==> src/hdl/twc_pkg.sv <==
`default_nettype none

package twc_pkg;

    localparam int FRAC_BITS = 16;

    localparam int SW_W     = 13;
    localparam int SH_W     = 12;
    localparam int TW_W     = 11;
    localparam int TH_W     = 11;
    localparam int COL_W    = 12;
    localparam int RAY_W    = 18;
    localparam int DIST_W   = 24;
    localparam int PLAYER_W = 24;
    localparam int SX_W     = 12;
    localparam int SY_W     = 11;
    localparam int TSEL_W   = 2;
    localparam int TEXEL_W  = 10;
    localparam int CFG_IDX_W  = 2;
    localparam int CFG_DATA_W = 13;

    localparam int ROW_W    = SH_W;
    localparam int HEIGHT_W = 24;
    localparam int HHALF_W  = HEIGHT_W - 1;
    localparam int DIV_W    = SH_W + FRAC_BITS;
    localparam int WALL_W   = 2 * FRAC_BITS;
    localparam int STEP_W   = 32;
    localparam int POS_W    = 32;

    localparam logic [HEIGHT_W-1:0] HEIGHT_CAP = '1;
    localparam logic [STEP_W-1:0]   STEP_CAP   = '1;

    localparam logic [CFG_IDX_W-1:0] CFG_SCREEN_WIDTH   = 2'd0;
    localparam logic [CFG_IDX_W-1:0] CFG_SCREEN_HEIGHT  = 2'd1;
    localparam logic [CFG_IDX_W-1:0] CFG_TEXTURE_WIDTH  = 2'd2;
    localparam logic [CFG_IDX_W-1:0] CFG_TEXTURE_HEIGHT = 2'd3;

    localparam logic ACT_START = 1'b0;
    localparam logic ACT_TICK  = 1'b1;

    localparam logic [TSEL_W-1:0] TEX_WEST  = 2'd0;
    localparam logic [TSEL_W-1:0] TEX_EAST  = 2'd1;
    localparam logic [TSEL_W-1:0] TEX_NORTH = 2'd2;
    localparam logic [TSEL_W-1:0] TEX_SOUTH = 2'd3;

    typedef struct packed {
        logic capture;
        logic tick;
        logic tex_mul;
        logic take_height;
        logic span_calc;
        logic take_step;
        logic commit;
    } twc_cmd_t;

    typedef struct packed {
        logic div_busy;
        logic out_stall;
    } twc_status_t;

endpackage

`default_nettype wire

==> src/hdl/textured_wall_column_core.sv <==
// Textured wall column of a raycaster.
// Input channel s_*: an item with s_action low starts a column (column, hit
// side, ray direction, wall distance, player position); an item with
// s_action high asks for the next pixel of the current column.
// Result channel m_*: one pixel per tick while a span is active, with m_last
// on the final row. Ticks outside a span and start items give no result.
// Configuration: cfg_we writes cfg_wdata to register cfg_index (0 screen
// width, 1 screen height, 2 texture width, 3 texture height).
// Latency: a tick's result is on m_valid in the cycle after acceptance;
// ticks are taken one per cycle while the receiver keeps up.
// A start item holds s_ready low until the controller is idle again, through
// two passes of the shared radix-2 divider (slice height, then texture step).
// Reset: aresetn low for one clock clears the controller, the span and the
// output register and restores the register defaults 640, 480, 64, 64.
// Stall: while m_valid is high and m_ready low the result holds and
// s_ready stays low.
`default_nettype none

module textured_wall_column_core (
    input  wire logic                              aclk,
    input  wire logic                              aresetn,
    input  wire logic                              cfg_we,
    input  wire logic [twc_pkg::CFG_IDX_W-1:0]     cfg_index,
    input  wire logic [twc_pkg::CFG_DATA_W-1:0]    cfg_wdata,
    input  wire logic                              s_valid,
    output logic                                   s_ready,
    input  wire logic                              s_action,
    input  wire logic [twc_pkg::COL_W-1:0]         s_column_index,
    input  wire logic                              s_wall_side,
    input  wire logic signed [twc_pkg::RAY_W-1:0]  s_ray_x,
    input  wire logic signed [twc_pkg::RAY_W-1:0]  s_ray_y,
    input  wire logic [twc_pkg::DIST_W-1:0]        s_wall_distance,
    input  wire logic [twc_pkg::PLAYER_W-1:0]      s_player_x,
    input  wire logic [twc_pkg::PLAYER_W-1:0]      s_player_y,
    output logic                                   m_valid,
    input  wire logic                              m_ready,
    output logic [twc_pkg::SX_W-1:0]               m_screen_x,
    output logic [twc_pkg::SY_W-1:0]               m_screen_y,
    output logic [twc_pkg::TSEL_W-1:0]             m_texture_select,
    output logic [twc_pkg::TEXEL_W-1:0]            m_texel_column,
    output logic [twc_pkg::TEXEL_W-1:0]            m_texel_row,
    output logic                                   m_last
);
    import twc_pkg::*;

    twc_cmd_t    cmd;
    twc_status_t status;

    twc_ctrl u_ctrl (
        .aclk     (aclk),
        .aresetn  (aresetn),
        .s_valid  (s_valid),
        .s_action (s_action),
        .status   (status),
        .s_ready  (s_ready),
        .cmd      (cmd)
    );

    twc_datapath u_datapath (
        .aclk             (aclk),
        .aresetn          (aresetn),
        .cmd              (cmd),
        .status           (status),
        .cfg_we           (cfg_we),
        .cfg_index        (cfg_index),
        .cfg_wdata        (cfg_wdata),
        .s_column_index   (s_column_index),
        .s_wall_side      (s_wall_side),
        .s_ray_x          (s_ray_x),
        .s_ray_y          (s_ray_y),
        .s_wall_distance  (s_wall_distance),
        .s_player_x       (s_player_x),
        .s_player_y       (s_player_y),
        .m_ready          (m_ready),
        .m_valid          (m_valid),
        .m_screen_x       (m_screen_x),
        .m_screen_y       (m_screen_y),
        .m_texture_select (m_texture_select),
        .m_texel_column   (m_texel_column),
        .m_texel_row      (m_texel_row),
        .m_last           (m_last)
    );

endmodule

`default_nettype wire

==> src/hdl/twc_div.sv <==
`default_nettype none

module twc_div (
    input  wire logic                       aclk,
    input  wire logic                       aresetn,
    input  wire logic                       start,
    input  wire logic [twc_pkg::DIV_W-1:0]    dividend,
    input  wire logic [twc_pkg::HEIGHT_W-1:0] divisor,
    output logic                            busy,
    output logic [twc_pkg::DIV_W-1:0]         quotient
);
    import twc_pkg::*;

    localparam int CNT_W = $clog2(DIV_W + 1);

    logic [DIV_W-1:0]    quo_reg, quo_next;
    logic [HEIGHT_W-1:0] rem_reg, rem_next;
    logic [HEIGHT_W-1:0] dsor_reg, dsor_next;
    logic [CNT_W-1:0]    cnt_reg, cnt_next;
    logic                busy_reg, busy_next;
    logic [HEIGHT_W:0]   trial;
    logic [HEIGHT_W:0]   diff;

    always_comb begin
        trial     = {rem_reg, quo_reg[DIV_W-1]};
        diff      = trial - {1'b0, dsor_reg};
        quo_next  = quo_reg;
        rem_next  = rem_reg;
        dsor_next = dsor_reg;
        cnt_next  = cnt_reg;
        busy_next = busy_reg;
        if (start) begin
            quo_next  = dividend;
            rem_next  = '0;
            dsor_next = divisor;
            cnt_next  = CNT_W'(DIV_W);
            busy_next = 1'b1;
        end else if (busy_reg) begin
            if (trial >= {1'b0, dsor_reg}) begin
                rem_next = diff[HEIGHT_W-1:0];
                quo_next = {quo_reg[DIV_W-2:0], 1'b1};
            end else begin
                rem_next = trial[HEIGHT_W-1:0];
                quo_next = {quo_reg[DIV_W-2:0], 1'b0};
            end
            cnt_next = cnt_reg - 1'b1;
            if (cnt_reg == CNT_W'(1)) begin
                busy_next = 1'b0;
            end
        end
    end

    always_ff @(posedge aclk) begin
        if (!aresetn) begin
            busy_reg <= 1'b0;
            cnt_reg  <= '0;
        end else begin
            busy_reg <= busy_next;
            cnt_reg  <= cnt_next;
        end
    end

    always_ff @(posedge aclk) begin
        quo_reg  <= quo_next;
        rem_reg  <= rem_next;
        dsor_reg <= dsor_next;
    end

    assign busy     = busy_reg;
    assign quotient = quo_reg;

endmodule

`default_nettype wire

==> src/hdl/twc_datapath.sv <==
`default_nettype none

module twc_datapath (
    input  wire logic                              aclk,
    input  wire logic                              aresetn,
    input  wire twc_pkg::twc_cmd_t                 cmd,
    output twc_pkg::twc_status_t                   status,
    input  wire logic                              cfg_we,
    input  wire logic [twc_pkg::CFG_IDX_W-1:0]     cfg_index,
    input  wire logic [twc_pkg::CFG_DATA_W-1:0]    cfg_wdata,
    input  wire logic [twc_pkg::COL_W-1:0]         s_column_index,
    input  wire logic                              s_wall_side,
    input  wire logic signed [twc_pkg::RAY_W-1:0]  s_ray_x,
    input  wire logic signed [twc_pkg::RAY_W-1:0]  s_ray_y,
    input  wire logic [twc_pkg::DIST_W-1:0]        s_wall_distance,
    input  wire logic [twc_pkg::PLAYER_W-1:0]      s_player_x,
    input  wire logic [twc_pkg::PLAYER_W-1:0]      s_player_y,
    input  wire logic                              m_ready,
    output logic                                   m_valid,
    output logic [twc_pkg::SX_W-1:0]               m_screen_x,
    output logic [twc_pkg::SY_W-1:0]               m_screen_y,
    output logic [twc_pkg::TSEL_W-1:0]             m_texture_select,
    output logic [twc_pkg::TEXEL_W-1:0]            m_texel_column,
    output logic [twc_pkg::TEXEL_W-1:0]            m_texel_row,
    output logic                                   m_last
);
    import twc_pkg::*;

    localparam int PROD1_W = DIST_W + 1 + RAY_W;
    localparam int PROD2_W = WALL_W + TW_W;
    localparam int PROD3_W = HHALF_W + STEP_W;

    logic [SW_W-1:0] screen_width_reg;
    logic [SH_W-1:0] screen_height_reg;
    logic [TW_W-1:0] texture_width_reg;
    logic [TH_W-1:0] texture_height_reg;

    logic                 span_active_reg;
    logic [ROW_W-1:0]     current_row_reg;
    logic [ROW_W-1:0]     end_row_reg;
    logic [POS_W-1:0]     texture_position_reg;
    logic [STEP_W-1:0]    texture_step_reg;
    logic [TSEL_W-1:0]    held_texture_reg;
    logic [TEXEL_W-1:0]   held_texel_column_reg;
    logic [SX_W-1:0]      held_screen_x_reg;

    logic [WALL_W-1:0]    prod1_reg;
    logic [FRAC_BITS-1:0] pos_low_reg;
    logic                 mirror_reg;
    logic [PROD2_W-1:0]   prod2_reg;
    logic [HEIGHT_W-1:0]  height_reg;
    logic [ROW_W-1:0]     ds_reg;
    logic [ROW_W-1:0]     de_reg;
    logic                 active_reg;
    logic [HHALF_W-1:0]   off_reg;

    logic                 m_valid_reg, m_valid_next;
    logic [SX_W-1:0]      m_screen_x_reg;
    logic [SY_W-1:0]      m_screen_y_reg;
    logic [TSEL_W-1:0]    m_texture_select_reg;
    logic [TEXEL_W-1:0]   m_texel_column_reg;
    logic [TEXEL_W-1:0]   m_texel_row_reg;
    logic                 m_last_reg;

    logic [PLAYER_W-1:0]       pos_sel;
    logic signed [RAY_W-1:0]   ray_sel;
    logic signed [PROD1_W-1:0] prod1;
    logic                      rx_pos, ry_pos, ry_neg;
    logic [TSEL_W-1:0]         tex_calc;
    logic [SW_W-1:0]           screen_x_calc;

    logic [WALL_W-1:0]    frac;
    logic [PROD2_W-1:0]   prod2;
    logic [TW_W-1:0]      tx;
    logic [TW_W-1:0]      texel_calc;

    logic                 div_start;
    logic [DIV_W-1:0]     div_dividend;
    logic [HEIGHT_W-1:0]  div_divisor;
    logic                 div_busy;
    logic [DIV_W-1:0]     div_quo;
    logic [HEIGHT_W-1:0]  height_sat;

    logic [HHALF_W-1:0]   sh_half;
    logic [HHALF_W-1:0]   h_half;
    logic                 h_over;
    logic [ROW_W-1:0]     ds_calc;
    logic [HHALF_W-1:0]   off_calc;
    logic [HEIGHT_W-1:0]  de_raw;
    logic [ROW_W-1:0]     de_calc;
    logic                 active_calc;

    logic [STEP_W-1:0]    step_calc;
    logic [PROD3_W-1:0]   pos_prod;

    logic                 emit;
    logic [TEXEL_W-1:0]   th_mask;
    logic                 last_calc;

    // start item: operand select and first product
    always_comb begin
        pos_sel       = s_wall_side ? s_player_x : s_player_y;
        ray_sel       = s_wall_side ? s_ray_x : s_ray_y;
        prod1         = $signed({1'b0, s_wall_distance}) * ray_sel;
        rx_pos        = !s_ray_x[RAY_W-1] && (s_ray_x != '0);
        ry_pos        = !s_ray_y[RAY_W-1] && (s_ray_y != '0);
        ry_neg        = s_ray_y[RAY_W-1];
        tex_calc      = s_wall_side ? (ry_pos ? TEX_NORTH : TEX_SOUTH)
                                    : (rx_pos ? TEX_WEST : TEX_EAST);
        screen_x_calc = screen_width_reg - SW_W'(s_column_index) - SW_W'(1);
    end

    // texel column from the wall hit fraction
    always_comb begin
        frac       = {pos_low_reg, {FRAC_BITS{1'b0}}} + prod1_reg;
        prod2      = frac * texture_width_reg;
        tx         = prod2_reg[WALL_W +: TW_W];
        texel_calc = mirror_reg ? (texture_width_reg - tx - TW_W'(1)) : tx;
    end

    // shared divider: slice height, then texture step
    always_comb begin
        div_start    = cmd.capture | cmd.take_height;
        div_dividend = cmd.capture ? {screen_height_reg, {FRAC_BITS{1'b0}}}
                                   : DIV_W'({texture_height_reg, {FRAC_BITS{1'b0}}});
        height_sat   = (div_quo > DIV_W'(HEIGHT_CAP)) ? HEIGHT_CAP
                                                      : div_quo[HEIGHT_W-1:0];
        div_divisor  = cmd.capture ? s_wall_distance : height_sat;
    end

    twc_div u_div (
        .aclk     (aclk),
        .aresetn  (aresetn),
        .start    (div_start),
        .dividend (div_dividend),
        .divisor  (div_divisor),
        .busy     (div_busy),
        .quotient (div_quo)
    );

    // row span from the height
    always_comb begin
        sh_half     = HHALF_W'(screen_height_reg[SH_W-1:1]);
        h_half      = height_reg[HEIGHT_W-1:1];
        h_over      = h_half > sh_half;
        ds_calc     = h_over ? '0 : ROW_W'(sh_half - h_half);
        off_calc    = h_over ? (h_half - sh_half) : '0;
        de_raw      = {1'b0, h_half} + HEIGHT_W'(sh_half);
        if (de_raw >= HEIGHT_W'(screen_height_reg)) begin
            de_calc = (screen_height_reg == '0) ? '0 : (screen_height_reg - ROW_W'(1));
        end else begin
            de_calc = de_raw[ROW_W-1:0];
        end
        active_calc = (screen_height_reg != '0) && (ds_calc < de_calc);
    end

    always_comb begin
        step_calc = (height_reg == '0) ? STEP_CAP : STEP_W'(div_quo);
        pos_prod  = off_reg * texture_step_reg;
    end

    // pixel ticks
    always_comb begin
        emit         = cmd.tick && span_active_reg;
        th_mask      = TEXEL_W'(texture_height_reg - TH_W'(1));
        last_calc    = ({1'b0, current_row_reg} + (ROW_W + 1)'(1))
                       >= {1'b0, end_row_reg};
        m_valid_next = m_valid_reg;
        if (emit) begin
            m_valid_next = 1'b1;
        end else if (m_ready) begin
            m_valid_next = 1'b0;
        end
        status.div_busy  = div_busy;
        status.out_stall = m_valid_reg && !m_ready;
    end

    always_ff @(posedge aclk) begin
        if (!aresetn) begin
            screen_width_reg   <= SW_W'(640);
            screen_height_reg  <= SH_W'(480);
            texture_width_reg  <= TW_W'(64);
            texture_height_reg <= TH_W'(64);
        end else if (cfg_we) begin
            unique case (cfg_index)
                CFG_SCREEN_WIDTH:   screen_width_reg   <= cfg_wdata[SW_W-1:0];
                CFG_SCREEN_HEIGHT:  screen_height_reg  <= cfg_wdata[SH_W-1:0];
                CFG_TEXTURE_WIDTH:  texture_width_reg  <= cfg_wdata[TW_W-1:0];
                CFG_TEXTURE_HEIGHT: texture_height_reg <= cfg_wdata[TH_W-1:0];
            endcase
        end
    end

    always_ff @(posedge aclk) begin
        if (!aresetn) begin
            span_active_reg <= 1'b0;
            m_valid_reg     <= 1'b0;
        end else begin
            m_valid_reg <= m_valid_next;
            if (cmd.commit) begin
                span_active_reg <= active_reg;
            end else if (emit && last_calc) begin
                span_active_reg <= 1'b0;
            end
        end
    end

    always_ff @(posedge aclk) begin
        if (cmd.capture) begin
            prod1_reg         <= prod1[WALL_W-1:0];
            pos_low_reg       <= pos_sel[FRAC_BITS-1:0];
            mirror_reg        <= s_wall_side ? ry_neg : rx_pos;
            held_texture_reg  <= tex_calc;
            held_screen_x_reg <= screen_x_calc[SX_W-1:0];
        end
        if (cmd.tex_mul) begin
            prod2_reg <= prod2;
        end
        if (cmd.take_height) begin
            height_reg <= height_sat;
        end
        if (cmd.span_calc) begin
            ds_reg     <= ds_calc;
            de_reg     <= de_calc;
            active_reg <= active_calc;
            off_reg    <= off_calc;
        end
        if (cmd.take_step) begin
            texture_step_reg <= step_calc;
        end
        if (cmd.commit) begin
            texture_position_reg  <= pos_prod[POS_W-1:0];
            current_row_reg       <= ds_reg;
            end_row_reg           <= de_reg;
            held_texel_column_reg <= texel_calc[TEXEL_W-1:0];
        end
        if (emit) begin
            m_screen_x_reg       <= held_screen_x_reg;
            m_screen_y_reg       <= current_row_reg[SY_W-1:0];
            m_texture_select_reg <= held_texture_reg;
            m_texel_column_reg   <= held_texel_column_reg;
            m_texel_row_reg      <= texture_position_reg[FRAC_BITS +: TEXEL_W] & th_mask;
            m_last_reg           <= last_calc;
            texture_position_reg <= texture_position_reg + texture_step_reg;
            current_row_reg      <= current_row_reg + ROW_W'(1);
        end
    end

    assign m_valid          = m_valid_reg;
    assign m_screen_x       = m_screen_x_reg;
    assign m_screen_y       = m_screen_y_reg;
    assign m_texture_select = m_texture_select_reg;
    assign m_texel_column   = m_texel_column_reg;
    assign m_texel_row      = m_texel_row_reg;
    assign m_last           = m_last_reg;

endmodule

`default_nettype wire

==> src/hdl/twc_ctrl.sv <==
`default_nettype none

module twc_ctrl (
    input  wire logic                 aclk,
    input  wire logic                 aresetn,
    input  wire logic                 s_valid,
    input  wire logic                 s_action,
    input  wire twc_pkg::twc_status_t status,
    output logic                      s_ready,
    output twc_pkg::twc_cmd_t         cmd
);
    import twc_pkg::*;

    typedef enum logic [5:0] {
        ST_IDLE   = 6'b000001,
        ST_DIV_H  = 6'b000010,
        ST_HEIGHT = 6'b000100,
        ST_DIV_S  = 6'b001000,
        ST_STEP   = 6'b010000,
        ST_COMMIT = 6'b100000
    } state_t;

    state_t state_reg, state_next;
    logic   accept;

    always_comb begin
        s_ready    = (state_reg == ST_IDLE) && !status.out_stall;
        accept     = s_valid && s_ready;
        cmd        = '0;
        state_next = state_reg;
        unique case (state_reg)
            ST_IDLE: begin
                if (accept) begin
                    if (s_action == ACT_START) begin
                        cmd.capture = 1'b1;
                        state_next  = ST_DIV_H;
                    end else begin
                        cmd.tick = 1'b1;
                    end
                end
            end
            ST_DIV_H: begin
                cmd.tex_mul = 1'b1;
                if (!status.div_busy) begin
                    state_next = ST_HEIGHT;
                end
            end
            ST_HEIGHT: begin
                cmd.take_height = 1'b1;
                state_next      = ST_DIV_S;
            end
            ST_DIV_S: begin
                cmd.span_calc = 1'b1;
                if (!status.div_busy) begin
                    state_next = ST_STEP;
                end
            end
            ST_STEP: begin
                cmd.take_step = 1'b1;
                state_next    = ST_COMMIT;
            end
            ST_COMMIT: begin
                cmd.commit = 1'b1;
                state_next = ST_IDLE;
            end
            default: begin
                state_next = ST_IDLE;
            end
        endcase
    end

    always_ff @(posedge aclk) begin
        if (!aresetn) begin
            state_reg <= ST_IDLE;
        end else begin
            state_reg <= state_next;
        end
    end

endmodule

`default_nettype wire

==> config.mk <==
export PLATFORM = sky130hd
export DESIGN_NAME = textured_wall_column_core
export DESIGN_NICKNAME = d
export VERILOG_FILES = /design/src/hdl/twc_pkg.sv /design/src/hdl/textured_wall_column_core.sv /design/src/hdl/twc_div.sv /design/src/hdl/twc_datapath.sv /design/src/hdl/twc_ctrl.sv
export SDC_FILE = /design/constraint.sdc
export NUM_CORES = 2
export LEC_CHECK = 0
export ABC_CLOCK_PERIOD_IN_PS = 9700
export BUFFER_PORTS_ARGS = -buffer_cell sky130_fd_sc_hd__buf_2
export CAP_MARGIN = 20
export CORE_MARGIN = 2
export CORE_UTILIZATION = 45
export CTS_CLUSTER_DIAMETER = 50
export DETAILED_ROUTE_END_ITERATION = 10
export PLACE_DENSITY_LB_ADDON = 0.08
export SYNTH_ARGS = -nofsm -noshare
export SYNTH_HDL_FRONTEND = slang
export SYNTH_SLANG_ARGS = --single-unit
==> constraint.sdc <==
create_clock -name aclk -period 9.7 [get_ports aclk]
set_input_delay 1.94 -clock aclk [delete_from_list [all_inputs] [get_ports aclk]]
set_output_delay 1.94 -clock aclk [all_outputs]
set_load 0.01 [all_outputs]
# Word level (Yosys, flattened, before mapping)
# Index checks and enable logic that the tools add are counted.
[totals]
elab_cells = 150
register_bits = 457
[classes]
n_lt_le_gt_ge = 6
bitwise_logic = 3
add_sub_neg = 15
n_reduce_logical = 28
mul = 3
n_eq_ne = 14
mux = 45
[op_table]
columns = ["op", "count"]
rows = [
  ["2-to-1 mux 32 bit", 3],
  ["2-to-1 mux 28 bit", 3],
  ["2-to-1 mux 24 bit", 3],
  ["adder 32 bit", 2],
  ["2-to-1 mux 12 bit", 5],
  ["multiplier 32 x 11 -> 42 bit", 1],
  ["nonzero test 18 bit", 2],
  ["multiplier 23 x 32 -> 32 bit", 1],
  ["multiplier 25 x 18 -> 32 bit", 1],
  ["case mux 6 bit (5 select lines)", 1],
  ["> comparator 28 x 24 -> 1 bit (second input constant)", 1],
  [">= comparator 25 x 24 -> 1 bit", 1],
  ["adder 23 x 11 -> 24 bit", 1],
  [">= comparator 24 x 12 -> 1 bit", 1],
  ["zero test 24 bit", 1],
  ["2-to-1 mux 6 bit", 4],
  ["subtractor 12 x 1 -> 12 bit (second input constant)", 2],
  ["subtractor 24 bit", 1],
  ["> comparator 23 x 11 -> 1 bit", 1],
  ["subtractor 23 x 11 -> 23 bit", 1],
  ["subtractor 10 x 1 -> 10 bit (second input constant)", 2],
  ["2-to-1 mux 1 bit", 18],
  ["2-to-1 mux 18 bit", 1],
  ["2-to-1 mux 16 bit", 1],
  ["other kinds (34)", 56],
]

# Logic depth before layout (Yosys ltp)
[depth]
ltp_word = 11
mapped_depth = 33

# Hierarchy
# A second synthesis with hierarchy kept.
[hier_totals]
cells_unflattened = 5782
hier_area_um2 = 54603.6
[by_module_without_submodules]
columns = ["module", "area_each_um2", "instances", "cells_per_inst", "seq_area_each_um2"]
rows = [
  ["twc_datapath", 49672.6, 1, 5311, 9278.9],
  ["twc_div", 4573.1, 1, 434, 2162.1],
  ["twc_ctrl", 357.8, 1, 37, 120.1],
]

# Worst setup path before layout
# OpenSTA, ideal clock, no wires.
[synth_path]
path_kind = "input to register"
start = "input port s_wall_side"
end = "register u_datapath.prod1_reg[24] (data pin)"
path_buffers = 3
t_required_ns = 9.434
t_arrival_ns = 8.712
cell_stages = 25
path_slack_ns = 0.722
setup_time_ns = 0.266
cell_sequence = "clkbuf_1 > buf_1 > mux2_2 > clkbuf_1 > nand2_1 > fa_1 > inv_1 > fa_1 > inv_1 > fa_1 > inv_1 > fa_1 > inv_1 > fa_1 > inv_1 > fa_1 > ha_1 > or3_1 > or4_1 > o21a_1 > o21a_1 > a21o_1 > a2111oi_0 > nor3_1 > xor2_1"
[synth_via]
elab_chain_len = 2
[synth_rtl]
columns = ["element", "line_no", "source"]
rows = [
  ["from (decl)", "textured_wall_column_core.sv:29", "input wire logic s_wall_side,"],
  ["2-to-1 mux 18 bit", "twc_datapath.sv:103", "ray_sel = s_wall_side ? s_ray_x : s_ray_y;"],
  ["multiplier 25 x 18 -> 32 bit", "twc_datapath.sv:104", "prod1 = $signed({1'b0, s_wall_distance}) * ray_sel;"],
  ["net u_datapath.prod1[24]", "twc_datapath.sv:67", "logic signed [PROD1_W-1:0] prod1;"],
  ["to (signal assigned)", "twc_datapath.sv:210", "prod1_reg <= prod1[WALL_W-1:0];"],
  ["to (decl)", "twc_datapath.sv:47", "logic [WALL_W-1:0] prod1_reg;"],
]
# The timed path passes the listed nets, and every way through them passes these cells.
# A chain may end at the register's enable or synchronous reset.

# Worst setup path in the final report
[layout_path]
start = "register u_datapath.pos_low_reg[0]"
end = "register u_datapath.prod2_reg[41] (data pin)"
[layout_via]
elab_chain_len = 2
[layout_rtl]
columns = ["element", "line_no", "source"]
rows = [
  ["from (decl)", "twc_datapath.sv:48", "logic [FRAC_BITS-1:0] pos_low_reg;"],
  ["from (signal assigned)", "twc_datapath.sv:211", "pos_low_reg <= pos_sel[FRAC_BITS-1:0];"],
  ["adder 32 bit", "twc_datapath.sv:115", "frac = {pos_low_reg, {FRAC_BITS{1'b0}}} + prod1_reg;"],
  ["multiplier 32 x 11 -> 42 bit", "twc_datapath.sv:116", "prod2 = frac * texture_width_reg;"],
  ["net u_datapath.prod2[41]", "twc_datapath.sv:73", "logic [PROD2_W-1:0] prod2;"],
  ["to (signal assigned)", "twc_datapath.sv:217", "prod2_reg <= prod2;"],
  ["to (decl)", "twc_datapath.sv:50", "logic [PROD2_W-1:0] prod2_reg;"],
]
# The timed path passes the listed nets, and every way through them passes these cells.

==> qor_table.md <==
| Stage | Item | This run |
| --- | --- | --- |
| status | Status | completed |
| layout | Total number of nets in the final design | 7197 |
| layout | Max FFs per register | 32 |
| die | Num rows | 127 |
| setup path | Crit path top cell by count | sky130_fd_sc_hd__fa_1 |
| clocking | CTS Hold Buffers Added | 0 |
| die | Initial standard-cell utilization of the core | 45.3% |
| worst hold path | Terminating pin of the worst hold path | u_datapath.m_screen_x[2] |
| clocking | Cts repair resizes | 0 |
| layout | Area growth from synthesis to layout | 8.53% |
| sta | Setup clock skew after layout | 91.0 ps |
| pwr | Power per unit of standard cell area | 264 nW/µm² |
| clocking | Clk Latency, worst-skew pair | 720 ps |
| logic synthesis | Number of synthesized flops with an enable pin | 329 |
| worst hold path | Number of cells traversed by the worst hold path | 0 |
| logic synthesis | Proportion of synthesized flip-flops having asynchronous set or reset | 0% |
| run | # Max-Cap Violations | 0 |
| logic synthesis | Top_reg_cell synth | sky130_fd_sc_hd__edfxtp_1 |
| sta | Worst hold slack after final layout | 412 ps |
| drt | Total detailed-routing wirelength | 149000 µm |
| setup path | Number of cells on the worst reg-to-reg path | 30 |
| pwr | Largest vdd supply drop | 0.951 mV |
| die | DIE WIDTH | 351 µm |
| setup path | Worst endpoint required time | 10070 ps |
| sta | Tcrit/Tclk final | 86.9% |
| global route | Number of global-route vias before repair | 41472 |
| pwr | Final total power | 15600 µW |
| logic synthesis | Number of library cell types mapped by synthesis | 80 |
| clocking | Root Driver | sky130_fd_sc_hd__clkbuf_16 |
| logic synthesis | Mean instance size in the synthesized netlist | 9.45 µm² |
| worst hold path | Path class of the lowest-slack min-delay path | register to register |
| setup path | Worst-path fanout max | 4 |
| clocking | Total clock buffers created by CTS | 60 |
| pwr | Cell leakage power | 0.0268 µW |
| layout | Post-Route Utilization | 49.1% |
| drt | Mean routed wirelength per cell | 19.9 µm |
| pwr | Proportion of power drawn by the clock network | 14.3% |
| sta | Count of final setup violators | 0 |
| drt | Via total after detailed routing | 38824 |
| placed design | Total of buffers placed on input and output ports | 172 |
| drt | Ratio of routed vias to standard cells | 5.20 |
| sta | Post-route minimum period | 8430 ps |
| sta | Worst slew margin relative to its limit | 28.6% |
| layout | Filler Cells Inserted | 11504 |
| global route | Pin count of the biggest net entering global routing | 59 |
| pwr | Psw | 7100 µW |
| pwr | Internal power component | 8450 µW |
| pwr | Sequential group share of total power | 17.4% |
| drt | Residual DRC | 0 |
| pwr | Switch share | 45.6% |
| setup path | Register-to-Register Setup Slack | 1270 ps |
| global route | GRT overflow | 0 |
| sta | Setup Total Neg Slack | 0 ps |
| logic synthesis | Post-Syn Nets | 7140 |
| clocking | CTS max path bufs | 3 |
| drt | Detail Route Antenna Nets | 0 |
| die | Area of the die | 123000 µm² |
| logic synthesis | Proportion of synthesized chip area in sequential cells | 21.3% |
| pwr | Part of the total power dissipated in combinational logic | 68.3% |
| setup path | Launching element type of the critical path | register |
| clocking | # H-tree levels | 2 |
| logic synthesis | Flops & latches, synth | 413 |
| setup path | Worst path slowest cell | sky130_fd_sc_hd__fa_1 |
| setup path | Type of destination of the critical path | register |
| sta | Hold violation count in the final report | 0 |
| global route | Wire length of the first global-routing pass | 239000 µm |
| die | Standard cell core area | 120000 µm² |
| sta | Worst Max-Slew Pin Slew | 1070 ps |
| setup path | Reg-to-reg endpoint | u_datapath.prod2_reg[41] |
| sta | Number of pins exceeding their max-slew limit in the final report | 0 |
| placed design | GP Congestion | 0.914 |
| worst hold path | Launch point of the worst hold path | u_datapath.held_screen_x_reg[2] |
| drt | Detailed-router iteration count before antenna repair | 5 |
| setup path | Buffers plus inverters on the worst setup path | 4 |
| clocking | CTS tree | yes |
| sta | RSZ-0062 raised after global routing | false |
| setup path | Stage delay of the slowest cell on the critical path | 560 ps |
| logic synthesis | Cell area after technology mapping | 54300 µm² |
| drt | Initial detailed-routing violation count | 1944 |
| die | Die height | 351 µm |
| sta | Fmax | 0.119 GHz |
| setup path | Critical register-to-register path startpoint | u_datapath.pos_low_reg[0] |
| setup path | Classification of the worst setup path | register to register |
| clocking | Clock net sink count | 413 |
| global route | Initial antenna violation count | 10 |
| die | Number of I/O pins | 190 |
| placed design | DP HPWL | 116000 µm |
| clocking | Postcts setup bufs | 0 |
| global route | Total routing usage reported by global routing | 25.1% |
| logic synthesis | Warnings, synthesis | 0 |
| setup path | Arrival @ worst endpoint | 8800 ps |
| clocking | Clock transition at the registers of the reported paths | 60 ps |
| logic synthesis | Post-synthesis instance total | 5743 |
| setup path | Cell family with most CP delay | adder cells |
| layout | Layout cell share with drive strength beyond 1 | 8.68% |
layout by cell type, fill, tap and decap left out, drive strengths merged, types with 84 or more instances in the layout:
cell    instances
buf           258
o21ai         134
xnor2         186
and2          320
nand2         951
nor2b          87
ha            415
a21oi         159
fa            840
dfxtp          84
edfxtp        329
inv          1042
nor2          158
metal layers:
metal / track usage, % / vias up / wire length, µm
li1: - / 18092 / -
met1: 32.4 / 19722 / 64200
met5: 0 / - / 109
met3: 3.42 / 233 / 6380
met4: 7.22 / 16 / 4620
met2: 43.9 / 761 / 73500
how the worst max path moves through the flow:
stage / slack [ps] / end / start / cells past startpoint
after CTS: 1220 / u_datapath.prod1_reg[31] / s_wall_side / 26
after global routing: 660 / u_datapath.prod2_reg[41] / u_datapath.pos_low_reg[0] / 30
after floorplan: 720 / u_datapath.prod1_reg[24] / s_wall_side / 25
final: 1270 / u_datapath.prod2_reg[41] / u_datapath.pos_low_reg[0] / 30
after global placement: 510 / u_datapath.prod1_reg[31] / s_wall_side / 26
after detailed placement: 480 / u_datapath.prod1_reg[31] / s_wall_side / 26
area by class of cell:
type	count	area (µm²)	share of cell area, %
Clock buffer	74	1620	2.74
Inverter	1031	3870	6.58
Sequential cell	413	11600	19.6
Timing Repair Buffer	258	1530	2.59
Clock inverter	40	437	0.742
Multi-Input combinational cell	4036	37800	64.3
Antenna cell	2	5.00	0.00850
Tap cell	1612	2020	3.43
power by group through the flow:
stage / Sequential [µW] / Clock [µW] / Combinational (µW)
floorplan: 2600 / 0 / 7920
finish: 2710 / 2230 / 10600
detailed placement: 2740 / 0 / 10700
global placement: 2750 / 0 / 10700
global route: 2730 / 2350 / 12200
CTS: 2710 / 2290 / 10800
cell families after synthesis:
logic type / after synthesis / share of synthesized area (%)
AND/OR/NAND/NOR: 1860 / 16.3
buffers and inverters: 1294 / 9.00
adder cells (fa/ha/maj): 1255 / 40.6
AO/OA/AOI/OAI: 575 / 6.79
flip-flops: 413 / 21.3
XOR/XNOR: 240 / 3.90
multiplexers: 106 / 2.16
through the flow:
| step | worst slack (ps) | cell area [µm²] | instances |
|---|---|---|---|
| floorplan | 722 | 54300 | 5743 |
| global placement | 506 | 56800 | 7348 |
| detailed placement | 483 | 56800 | 7349 |
| CTS | 1220 | 58900 | 7463 |
| global route | 664 | 58900 | 7464 |
| finish | 1270 | 58900 | 7466 |
worst register-to-register path: cells and delay by family (launching register included):
kind,cells,cell delay (ps)
adder cells (fa/ha/maj),8,3440
flip-flops,1,380
XOR/XNOR,2,880
AND/OR/NAND/NOR,5,1020
buffers and inverters,4,220
AO/OA/AOI/OAI,11,2240
synthesized netlist by cell type (9+ instances only):
library cell,n,area share [%]
sky130_fd_sc_hd__a211o_1,9,0.15
sky130_fd_sc_hd__a211oi_1,14,0.19
sky130_fd_sc_hd__a21boi_0,52,0.72
sky130_fd_sc_hd__a21o_1,46,0.64
sky130_fd_sc_hd__a21oi_1,158,1.5
sky130_fd_sc_hd__a22oi_1,12,0.17
sky130_fd_sc_hd__a31oi_1,16,0.18
sky130_fd_sc_hd__and2_1,320,3.7
sky130_fd_sc_hd__and3_1,19,0.22
sky130_fd_sc_hd__buf_1,17,0.12
sky130_fd_sc_hd__clkbuf_1,242,1.7
sky130_fd_sc_hd__dfxtp_1,84,3.1
sky130_fd_sc_hd__edfxtp_1,329,18
sky130_fd_sc_hd__fa_1,840,31
sky130_fd_sc_hd__ha_1,415,9.6
sky130_fd_sc_hd__inv_1,1029,7.1
sky130_fd_sc_hd__mux2_2,60,1.2
sky130_fd_sc_hd__mux2i_1,39,0.72
sky130_fd_sc_hd__nand2_1,951,6.6
sky130_fd_sc_hd__nand2b_1,61,0.70
sky130_fd_sc_hd__nand3_1,52,0.48
sky130_fd_sc_hd__nand3b_1,14,0.19
sky130_fd_sc_hd__nand4_1,24,0.28
sky130_fd_sc_hd__nor2_1,158,1.1
sky130_fd_sc_hd__nor2b_1,87,1.0
sky130_fd_sc_hd__nor3_1,46,0.42
sky130_fd_sc_hd__nor4_1,28,0.32
sky130_fd_sc_hd__o211ai_1,15,0.21
sky130_fd_sc_hd__o21a_1,32,0.44
sky130_fd_sc_hd__o21ai_0,132,1.2
sky130_fd_sc_hd__o21bai_1,19,0.26
sky130_fd_sc_hd__o31ai_1,12,0.17
sky130_fd_sc_hd__or2_2,49,0.56
sky130_fd_sc_hd__or3_1,16,0.18
sky130_fd_sc_hd__xnor2_1,186,3.0
sky130_fd_sc_hd__xor2_1,53,0.86
No activity file was read; power rests on OpenSTA's default activity.
